File: src/rtl/c8cpu_ram.sv
// Generic simple dual-port RAM with registered read (old data on collision).
`timescale 1ns / 1ps
`default_nettype none
module c8cpu_ram #(
  parameter int Width = 8,
  parameter int Depth = 16
) (
  input  wire logic                     clk_i,
  input  wire logic                     we_i,
  input  wire logic [$clog2(Depth)-1:0] waddr_i,
  input  wire logic [Width-1:0]         wdata_i,
  input  wire logic [$clog2(Depth)-1:0] raddr_i,
  output logic      [Width-1:0]         rdata_o
);

  logic [Width-1:0] mem_q [Depth];

  always_ff @(posedge clk_i) begin
    if (we_i) begin
      mem_q[waddr_i] <= wdata_i;
    end
    rdata_o <= mem_q[raddr_i];
  end

endmodule
`default_nettype wire
File: config.mk
export PLATFORM = sky130hd
export DESIGN_NAME = c8cpu_ram
export DESIGN_NICKNAME = d
export VERILOG_FILES = /design/src/rtl/c8cpu_ram.sv
export SDC_FILE = /design/constraint.sdc
export NUM_CORES = 1
export LEC_CHECK = 0
export BUFFER_PORTS_ARGS = -buffer_cell sky130_fd_sc_hd__buf_2
export CAP_MARGIN = 20
export CORE_ASPECT_RATIO = 0.75
export CORE_MARGIN = 3
export CORE_UTILIZATION = 55
export CTS_BUF_LIST = sky130_fd_sc_hd__clkbuf_4 sky130_fd_sc_hd__clkbuf_8
export CTS_CLUSTER_DIAMETER = 120
export DETAILED_ROUTE_END_ITERATION = 8
export MAX_ROUTING_LAYER = met4
export PLACE_DENSITY = 0.81
export SYNTH_ARGS = -nofsm -noshare
export SYNTH_HDL_FRONTEND = slang
export SYNTH_SLANG_ARGS = --single-unit
File: constraint.sdc
create_clock -name clk_i -period 4.85 [get_ports clk_i]
set_input_delay 0.485 -clock clk_i [delete_from_list [all_inputs] [get_ports clk_i]]
set_output_delay 0.485 -clock clk_i [all_outputs]
set_load 0.02 [all_outputs]
==> reports/results.tsv, run 1 <==
metric	value	unit
outcome	finished, final reports clean	
Die X-Extent	118	um
fraction of layout cells with a size suffix above 1	28.5	%
most frequently used cell type in the post-synthesis netlist	edfxtp_1	
post-synthesis net count	247	
Port Buf Inserts	25	
Crit Path Category	in -> reg	
number of global-route vias before repair	2486	
pin count of the biggest net entering global routing	33	
number of post-CTS setup repair buffers	0	
maximum clock skew at final layout	11.2	ps
buffer levels on the longest clock path	2	
# fillers	574	
initial antenna violation count	0	
end-of-flow core utilization	66.2	%
Syn Inst Count	229	
GRT Util Overall	20.2	%
ports placed on the boundary	26	
vias	2399	
height of the die	89.8	um
initial cell density of the core	58.6	%
cell breakdown of the critical path	buf_2 > or3b_2 > nor3_1 > buf_4	
Wirelength per Cell	23.7	um
critical path fanouts, max	5	
number of slew-limit violations in the final report	0	
global route total overflow	0	
DP HPWL	6.02	mm
max frequency	541	MHz
clock root buffer	clkbuf_8	
RSZ-0062 raised after global routing	no	
clock tree from TritonCTS	built	
total standard cell area after synthesis	0.00515	mm^2
areal power density over the cells	410	mW/mm^2
final cell area excluding filler cells	0.00581	mm^2
final WL	9.59	mm
drc violations	0	
most instantiated cells after synthesis	128 x edfxtp_1, 18 x mux4_2, 16 x a22oi_1	
top-area cell type share of the netlist area	74.7	%
Sink Count	136	
clock-pin slew reported for the worst setup and hold paths after clock tree synthesis	70	ps
diode insertion count for antenna repair	0	
critical path required time	4980	ps
average vias per placed instance	5.92	
relative area change from synthesis to final layout	12.9	%
final cell count without fillers	405	
Synth area leaders	edfxtp_1 75%, mux4_2 7.9%, mux4_1 7.1%	
YS warnings	0	
worst hold path type	in -> reg	
number of enable-type register cells in the synthesized netlist	128	
arrival time at the worst endpoint	1980	ps
Final Setup Violations	0	
sort of element at the start of the critical path	primary input	
clock latency on the worst-skew pair	420	ps
Top FF cell, synth	edfxtp_1	
fraction of registers with async set/reset	0	%
instance count after placement with tap cells included	372	
post-synthesis cell type with the largest combined area	edfxtp_1	
leakage component of the power	0.00194	uW
overall die area	0.0106	mm^2
number of H-tree levels	4	
global-route wire length before repair	14.8	mm
total iterations of the first detailed-routing run	5	
Post-CTS Resized	0	
Max VDD drop	0.333	mV
cell area after placement	0.00537	mm^2
cell with the largest stage delay on the worst path	nor3_1	
type of element capturing the critical path	register	
Max-cap violations	0	
Netlist cell types	19	
number of routed nets with antenna violations	0	
largest stage delay on the critical path	580	ps
share of the clock period used by the worst path	38.1	%
number of hold buffers added after cts	0	
placement row count	29	
mean cell area of the mapped netlist	22.5	um^2
global placement routability congestion	0.736	
fraction of the yosys area taken by sequential cells	77.8	%
clock period minus final worst setup slack	1850	ps
slew margin rel.	39.2	%
setup TNS after final layout	0	ps
Worst Tran Pin Value	909	ps
post-layout net count	286	
placeable core region	0.00878	mm^2
number of clock buffers inserted by TritonCTS	17	
register bit total from synthesis	136	
number of DRC markers after the initial detailed-route iteration	299	
number of hold violations in the final report	0	
==> sequential cells by signal, indices dropped and copies added (netlist names) <==
name,count
mem_q,128
rdata_o,8
==> final timing paths <==
| path | from | endpoint | slack, ps | cells past startpoint |
|---|---|---|---|---|
| min reg2reg | mem_q[8][1]$_DFFE_PP_ | rdata_o[1]$_DFF_P_ | 670 | 3 |
| max | waddr_i[2] | mem_q[0][4]$_DFFE_PP_ | 3000 | 4 |
| max reg2reg | mem_q[10][5]$_DFFE_PP_ | rdata_o[5]$_DFF_P_ | 3410 | 3 |
| min | wdata_i[3] | mem_q[9][3]$_DFFE_PP_ | 450 | 1 |
==> per-stage QoR <==
stage               total power (uW)  hold slack, ps  worst slack, ps
finish                          2380             447             3000
global route                    2460             437             2930
CTS                             2400             421             2830
detailed placement              1470             673             2370
global placement                1460             650             2270
floorplan                       1420             584             2870
==> kinds of logic after synthesis <==
family                 count (synthesis)  synth area share, %
DFF                                  136                 77.8
and+or+nand+nor                       35                 3.18
muxes                                 32                 15.0
AOI/OAI and AO/OA                     16                 2.33
buffers and inverters                 10                 1.68
==> metal layers <==
metal,global-route usage [%],part of all wire (%),vias to the layer above
li1,-,-,1051
met1,27.9,41,1207
met2,29.4,48,130
met3,5.46,9.7,11
met4,7.61,1.2,0
met5,-,0,-
==> cell usage in the layout (no fill, tap or decap), drive strengths merged <==
cell	instances
nor2b	1
nor2	13
clkinv	6
clkinvlp	1
nand2	9
nand3b	2
nand2b	2
edfxtp	128
nand3	1
a22oi	16
nor3	4
mux4	32
clkbuf	22
or3b	1
buf	30
and2b	1
bufinv	3
and2	1
dfxtp	8
==> critical path, delay by kind of cell <==
kind,cells,cell delay [ps]
buffers and inverters,2,400
AND/OR/NAND/NOR,2,1090
==> power breakdown <==
part,switching [uW],internal (uW),total (uW)
Sequential,9.12,1310,1320
Combinational,75.9,49.7,126
Clock,386,547,933
==> final cells by class <==
| type | count | area, um^2 | area share, % |
|---|---|---|---|
| Multi-Input combinational cell | 83 | 1060 | 18.2 |
| Clock buffer | 22 | 284 | 4.89 |
| Clock inverter | 10 | 126 | 2.18 |
| Tap cell | 124 | 155 | 2.67 |
| Sequential cell | 136 | 4000 | 68.9 |
| Timing Repair Buffer | 30 | 183 | 3.14 |
(Power assumes the default switching activity.)
==> run 2, diff against run 1 <==
Settings changed: PLACE_DENSITY 0.81 to 0.84.
Clock period 4.85 ns to 1.7 ns, I/O delays scaled along.
==> reports/results.tsv, run 2 (same netlist as run 1, synthesis figures left out) <==
metric	value	unit	change
placeable core region	0.00878	mm^2	unchanged
slew margin rel.	74.9	%	was 39.2%
most frequent standard cell in the layout excluding fill and tap cells	edfxtp_1		unchanged
number of DRC markers after the initial detailed-route iteration	310		was 299
commonest cells after routing, fill and taps aside	128 x edfxtp_1, 26 x buf_4, 25 x buf_2, 18 x mux4_2, 17 x clkbuf_8		was 128 x edfxtp_1, 25 x buf_2, 19 x clkbuf_8, 18 x mux4_2, 16 x a22oi_1
share of the clock period used by the worst path	82.2	%	
Final Hold Slack	122	ps	was 447 ps
pin count of the biggest net entering global routing	17		was 33
number of hold buffers added after cts	0		unchanged
number of flip-flops under the largest register name	128		unchanged
clock latency on the worst-skew pair	430	ps	was 420 ps
worst hold path type	in -> reg		unchanged
largest registers	mem_q: 128 flops, rdata_o: 8 flops		unchanged
sort of element at the start of the critical path	register		was primary input
GRT Util Overall	21.1	%	was 20.2%
number of routed nets with antenna violations	0		unchanged
number of global-route vias before repair	2559		was 2,486
Max VDD drop	0.918	mV	was 0.333 mV
buffer levels on the longest clock path	2		unchanged
Crit Path Category	reg -> reg		was in -> reg
maximum clock skew at final layout	7.50	ps	was 11.2 ps
RSZ-0062 raised after global routing	no		unchanged
clock tree from TritonCTS	built		unchanged
global route total overflow	0		unchanged
setup TNS after final layout	0	ps	unchanged
type of element capturing the critical path	register		unchanged
relative area change from synthesis to final layout	15.3	%	was 12.9%
clock period minus final worst setup slack	1400	ps	
average vias per placed instance	5.87		was 5.92
most flop-heavy register	mem_q		unchanged
diode insertion count for antenna repair	0		unchanged
final cell area excluding filler cells	0.00594	mm^2	was 0.00581 mm^2
critical path fanouts, max	1		was 5
Sink Count	136		unchanged
Wirelength per Cell	23.3	um	was 23.7 um
number of H-tree levels	4		unchanged
ports placed on the boundary	26		unchanged
critical path required time	2010	ps	was 4980 ps
post-layout net count	309		was 286
DP HPWL	6.79	mm	was 6.02 mm
clock-pin slew reported for the worst setup and hold paths after clock tree synthesis	70	ps	about the same
number of hold violations in the final report	0		unchanged
placement row count	29		unchanged
max frequency	715	MHz	
Final Setup Violations	0		unchanged
fraction of layout cells with a size suffix above 1	31.9	%	was 28.5%
leakage component of the power	0.00203	uW	was 0.00194 uW
global-route wire length before repair	15.3	mm	was 14.8 mm
initial cell density of the core	58.6	%	unchanged
vias	2512		was 2,399
total iterations of the first detailed-routing run	4		was 5
number of post-CTS setup repair buffers	0		unchanged
number of slew-limit violations in the final report	0		unchanged
drc violations	0		unchanged
clock root buffer	clkbuf_8		unchanged
Die X-Extent	118	um	unchanged
Post-CTS Resized	0		unchanged
final cell count without fillers	428		was 405
overall die area	0.0106	mm^2	unchanged
initial antenna violation count	0		unchanged
final WL	9.96	mm	was 9.59 mm
height of the die	89.8	um	unchanged
arrival time at the worst endpoint	1710	ps	was 1980 ps
Port Buf Inserts	25		unchanged
outcome	finished, final reports clean		unchanged
areal power density over the cells	1100	mW/mm^2	was 410 mW/mm^2
number of clock buffers inserted by TritonCTS	17		unchanged
cell area after placement	0.00558	mm^2	was 0.00537 mm^2
Max-cap violations	0		unchanged
instance count after placement with tap cells included	396		was 372
global placement routability congestion	0.757		was 0.736
Final Total Pwr	6530	uW	was 2380 uW
Worst Tran Pin Value	377	ps	was 909 ps
## run 2: changes by cell type in the layout (fill, tap and decap cells not counted), moves of 2 or more
cell	delta
buf_12	+2
buf_4	+22
clkinv_2	-3
clkbuf_8	-2
clkinv_1	+6
## run 2: layout make-up
| type | count | area, um^2 |
|---|---|---|
| clock inverter | 13 | 111 |
| sequential | 136 | 4000 |
| multi-input combinational | 83 | 1060 |
| timing repair buffer | 53 | 360 |
| clock buffer | 19 | 249 |
| fill | 583 | 2840 |
| tap | 124 | 155 |
## run 2: worst paths after layout
kind | slack [ps] | to | depth (start not counted) | startpoint
setup reg to reg | 300 | rdata_o[3]$_DFF_P_ | 3 | mem_q[9][3]$_DFFE_PP_
hold reg to reg | 680 | rdata_o[7]$_DFF_P_ | 3 | mem_q[12][7]$_DFFE_PP_
hold / removal | 120 | mem_q[9][5]$_DFFE_PP_ | 1 | wdata_i[5]
setup / recovery | 300 | rdata_o[3]$_DFF_P_ | 3 | mem_q[9][3]$_DFFE_PP_
## run 2: through the flow
step | utilization, % | setup WS [ps]
after global placement | 63.5 | 115
after CTS | 67.6 | 298
after detailed placement | 63.5 | 9.21
after global routing | 67.6 | 270
final | 67.6 | 302
after floorplan | - | 37.1
## run 2: per-layer routing
| layer | global-route usage, % | vias to the layer above | part of all wire (%) |
|---|---|---|---|
| met3 | 5.90 | 17 | 7.4 |
| met5 | - | - | 0 |
| li1 | - | 1099 | - |
| met4 | 8.68 | 0 | 2.0 |
| met2 | 31.1 | 102 | 49 |
| met1 | 28.5 | 1294 | 41 |
## run 2: power breakdown
part           leakage, uW  total (uW)  internal, uW  switching (uW)
logic             0.000627         381           160             221
clock network     0.000179        2380          1290            1090
registers          0.00122        3770          3750            26.1
## run 2: critical path: stages (launching register included)
cell	delay, ps
edfxtp_1	420
mux4_1	550
a22oi_1	240
nand2_1	70
==> run 3, diff against run 2 <==
Settings changed: PLACE_DENSITY 0.84 to 0.81.
Clock period 1.7 ns to 1.4 ns, I/O delays scaled along.
==> reports/results.tsv, run 3 (same netlist as run 1, synthesis figures left out) <==
metric	value	unit	change
number of routed nets with antenna violations	0		unchanged
clock latency on the worst-skew pair	420	ps	was 430 ps
launch instance of the worst min-delay path	wdata_i[3]		was wdata_i[5]
number of hold buffers added after cts	0		unchanged
Wirelength per Cell	21.9	um	was 23.3 um
WHS Path Cells	1		unchanged
height of the die	89.8	um	unchanged
number of hold violations in the final report	0		unchanged
vias	2453		was 2,512
placeable core region	0.00878	mm^2	unchanged
outcome	finished, final reports clean		unchanged
placement row count	29		unchanged
cell breakdown of the critical path	mux4_1 > a22oi_2 > nand2_1		was mux4_1 > a22oi_1 > nand2_1
portion of total power attributed to combinational logic	5.6	%	was 5.8%
post-layout net count	313		was 309
cell-internal power	6800	uW	was 5200 uW
critical path fanouts, max	1		unchanged
Max VDD drop	1.04	mV	was 0.918 mV
end-of-flow core utilization	69.1	%	was 67.6%
RSZ-0062 raised after global routing	no		unchanged
ports placed on the boundary	26		unchanged
least setup slack across all paths after layout	79.4	ps	was 302 ps
type of element capturing the critical path	register		unchanged
final cell count without fillers	432		was 428
number of H-tree levels	4		unchanged
critical path required time	1710	ps	was 2010 ps
buffer levels on the longest clock path	2		unchanged
areal power density over the cells	1390	mW/mm^2	was 1100 mW/mm^2
largest stage delay on the critical path	520	ps	was 550 ps
total iterations of the first detailed-routing run	4		unchanged
global placement routability congestion	0.768		was 0.757
arrival time at the worst endpoint	1640	ps	was 1710 ps
number of global-route vias before repair	2577		was 2,559
global-route wire length before repair	14.9	mm	was 15.3 mm
pin count of the biggest net entering global routing	17		unchanged
DP HPWL	6.34	mm	was 6.79 mm
diode insertion count for antenna repair	0		unchanged
final WL	9.47	mm	was 9.96 mm
multi-input combinational cell area	0.00107	mm^2	was 0.00106 mm^2
initial cell density of the core	58.6	%	unchanged
setup TNS after final layout	0	ps	unchanged
number of clock buffers inserted by TritonCTS	17		unchanged
max frequency	757	MHz	was 715 MHz
clock period minus final worst setup slack	1320	ps	was 1400 ps
global route total overflow	0		unchanged
instance count after placement with tap cells included	400		was 396
GRT Util Overall	20.3	%	was 21.1%
largest registers	mem_q: 128 flops, rdata_o: 8 flops		unchanged
commonest cells after routing, fill and taps aside	128 x edfxtp_1, 28 x buf_4, 25 x buf_2, 18 x mux4_2, 17 x clkbuf_8		was 128 x edfxtp_1, 26 x buf_4, 25 x buf_2, 18 x mux4_2, 17 x clkbuf_8
clock root buffer	clkbuf_8		unchanged
# fillers	559		was 583
number of DRC markers after the initial detailed-route iteration	186		was 310
category of cells accounting for the largest share of critical-path delay	multiplexers		unchanged
clock tree from TritonCTS	built		unchanged
cell with the largest stage delay on the worst path	mux4_1		unchanged
drc violations	0		unchanged
pre-CTS setup slack	-207	ps	was 9.21 ps
critical register-to-register path startpoint	mem_q[2][1]$_DFFE_PP_		was mem_q[9][3]$_DFFE_PP_
relative area change from synthesis to final layout	17.9	%	was 15.3%
sort of element at the start of the critical path	register		unchanged
clock-pin slew reported for the worst setup and hold paths after clock tree synthesis	80	ps	was 70 ps
combined flip-flop and latch cell area	0.00400	mm^2	unchanged
Die X-Extent	118	um	unchanged
Post-CTS Resized	1		was 0
slew margin rel.	52.7	%	was 74.9%
average vias per placed instance	5.68		was 5.87
Final Setup Violations	0		unchanged
terminus of the critical flop-to-flop path	rdata_o[1]$_DFF_P_		was rdata_o[3]$_DFF_P_
most flop-heavy register	mem_q		unchanged
number of flip-flops under the largest register name	128		unchanged
endpoint of the worst hold path	mem_q[10][3]$_DFFE_PP_		was mem_q[9][5]$_DFFE_PP_
part of the total power dissipated in sequential elements	54.3	%	was 57.7%
number of slew-limit violations in the final report	0		unchanged
total net switching power	1630	uW	was 1340 uW
number of post-CTS setup repair buffers	0		unchanged
fraction of layout cells with a size suffix above 1	35.1	%	was 31.9%
initial antenna violation count	0		unchanged
Crit Path Category	reg -> reg		unchanged
maximum clock skew at final layout	9.91	ps	was 7.50 ps
Port Buf Inserts	25		unchanged
most frequent standard cell in the layout excluding fill and tap cells	edfxtp_1		unchanged
reg-to-reg setup timing slack	80	ps	was 300 ps
worst hold path type	in -> reg		unchanged
Sink Count	136		unchanged
Max-cap violations	0		unchanged
Worst Tran Pin Value	708	ps	was 377 ps
R2R depth	3		unchanged
overall die area	0.0106	mm^2	unchanged
critical path buffer and inverter count	0		unchanged
switching share of total power	19.3	%	was 20.4%
clock network power share	40.1	%	was 36.4%
leakage component of the power	0.00210	uW	was 0.00203 uW
share of the clock period used by the worst path	94.3	%	was 82.2%
==> run 3: changes by cell type in the layout (fill, tap and decap cells not counted) <==
cell,delta
clkinv_1,-5
clkbuf_4,+4
buf_12,+2
buf_4,+2
bufinv_16,+2
a22oi_1,-1
a22oi_2,+1
clkinv_2,-1
clkinv_4,+1
clkinvlp_4,-1
nor3_1,-1
nor3_2,+1
==> run 3: area by class of cell <==
type	count	share of cell area (%)
flip-flops and latches	136	66.0
multi-input cells	83	17.6
repair buffers	57	6.84
clock buffers	23	4.60
well taps	124	2.56
clock inverters	9	2.45
==> run 3: metrics by stage <==
| stage | cell area [um^2] | hold WS [ps] | power [uW] |
|---|---|---|---|
| global placement | 5640 | 527 | 5120 |
| CTS | 6070 | 72.0 | 8490 |
| detailed placement | 5640 | 536 | 5140 |
| floorplan | 5150 | 239 | 4920 |
| global route | 6070 | 74.8 | 8760 |
| finish | 6070 | 103 | 8430 |
==> run 3: worst reg2reg max path, cell delays in order, from the launching register on <==
cell and delay (ps):
edfxtp_1 370, mux4_1 520, a22oi_2 250, nand2_1 80
==> run 3: worst max path at each step <==
stage	startpoint	endpoint	slack, ps	cells after the start
floorplan	waddr_i[2]	mem_q[3][0]$_DFFE_PP_	-6	2
global placement	raddr_i[0]	rdata_o[1]$_DFF_P_	-130	5
detailed placement	raddr_i[0]	rdata_o[1]$_DFF_P_	-210	5
CTS	mem_q[1][1]$_DFFE_PP_	rdata_o[1]$_DFF_P_	50	3
global route	mem_q[1][5]$_DFFE_PP_	rdata_o[5]$_DFF_P_	3	3
finish	mem_q[2][1]$_DFFE_PP_	rdata_o[1]$_DFF_P_	80	3
==> run 3: metal layers <==
| metal | up-vias | track usage [%] | part of all wire (%) | wire, um |
|---|---|---|---|---|
| li1 | 1101 | - | - | - |
| met1 | 1250 | 27.6 | 44 | 4200 |
| met3 | 4 | 7.21 | 6.7 | 631 |
| met5 | - | - | 0 | 0 |
| met4 | 0 | 5.85 | 0.54 | 51 |
| met2 | 98 | 29.6 | 48 | 4590 |
==> run 3: power by group through the flow <==
stage / Combinational (uW) / Sequential [uW] / Clock [uW]
2_1_floorplan: 231 / 4690 / 0
3_3_place_gp: 459 / 4660 / 0
3_5_place_dp: 472 / 4670 / 0
4_1_cts: 476 / 4580 / 3440
5_1_grt: 509 / 4590 / 3660
6_report: 470 / 4580 / 3380
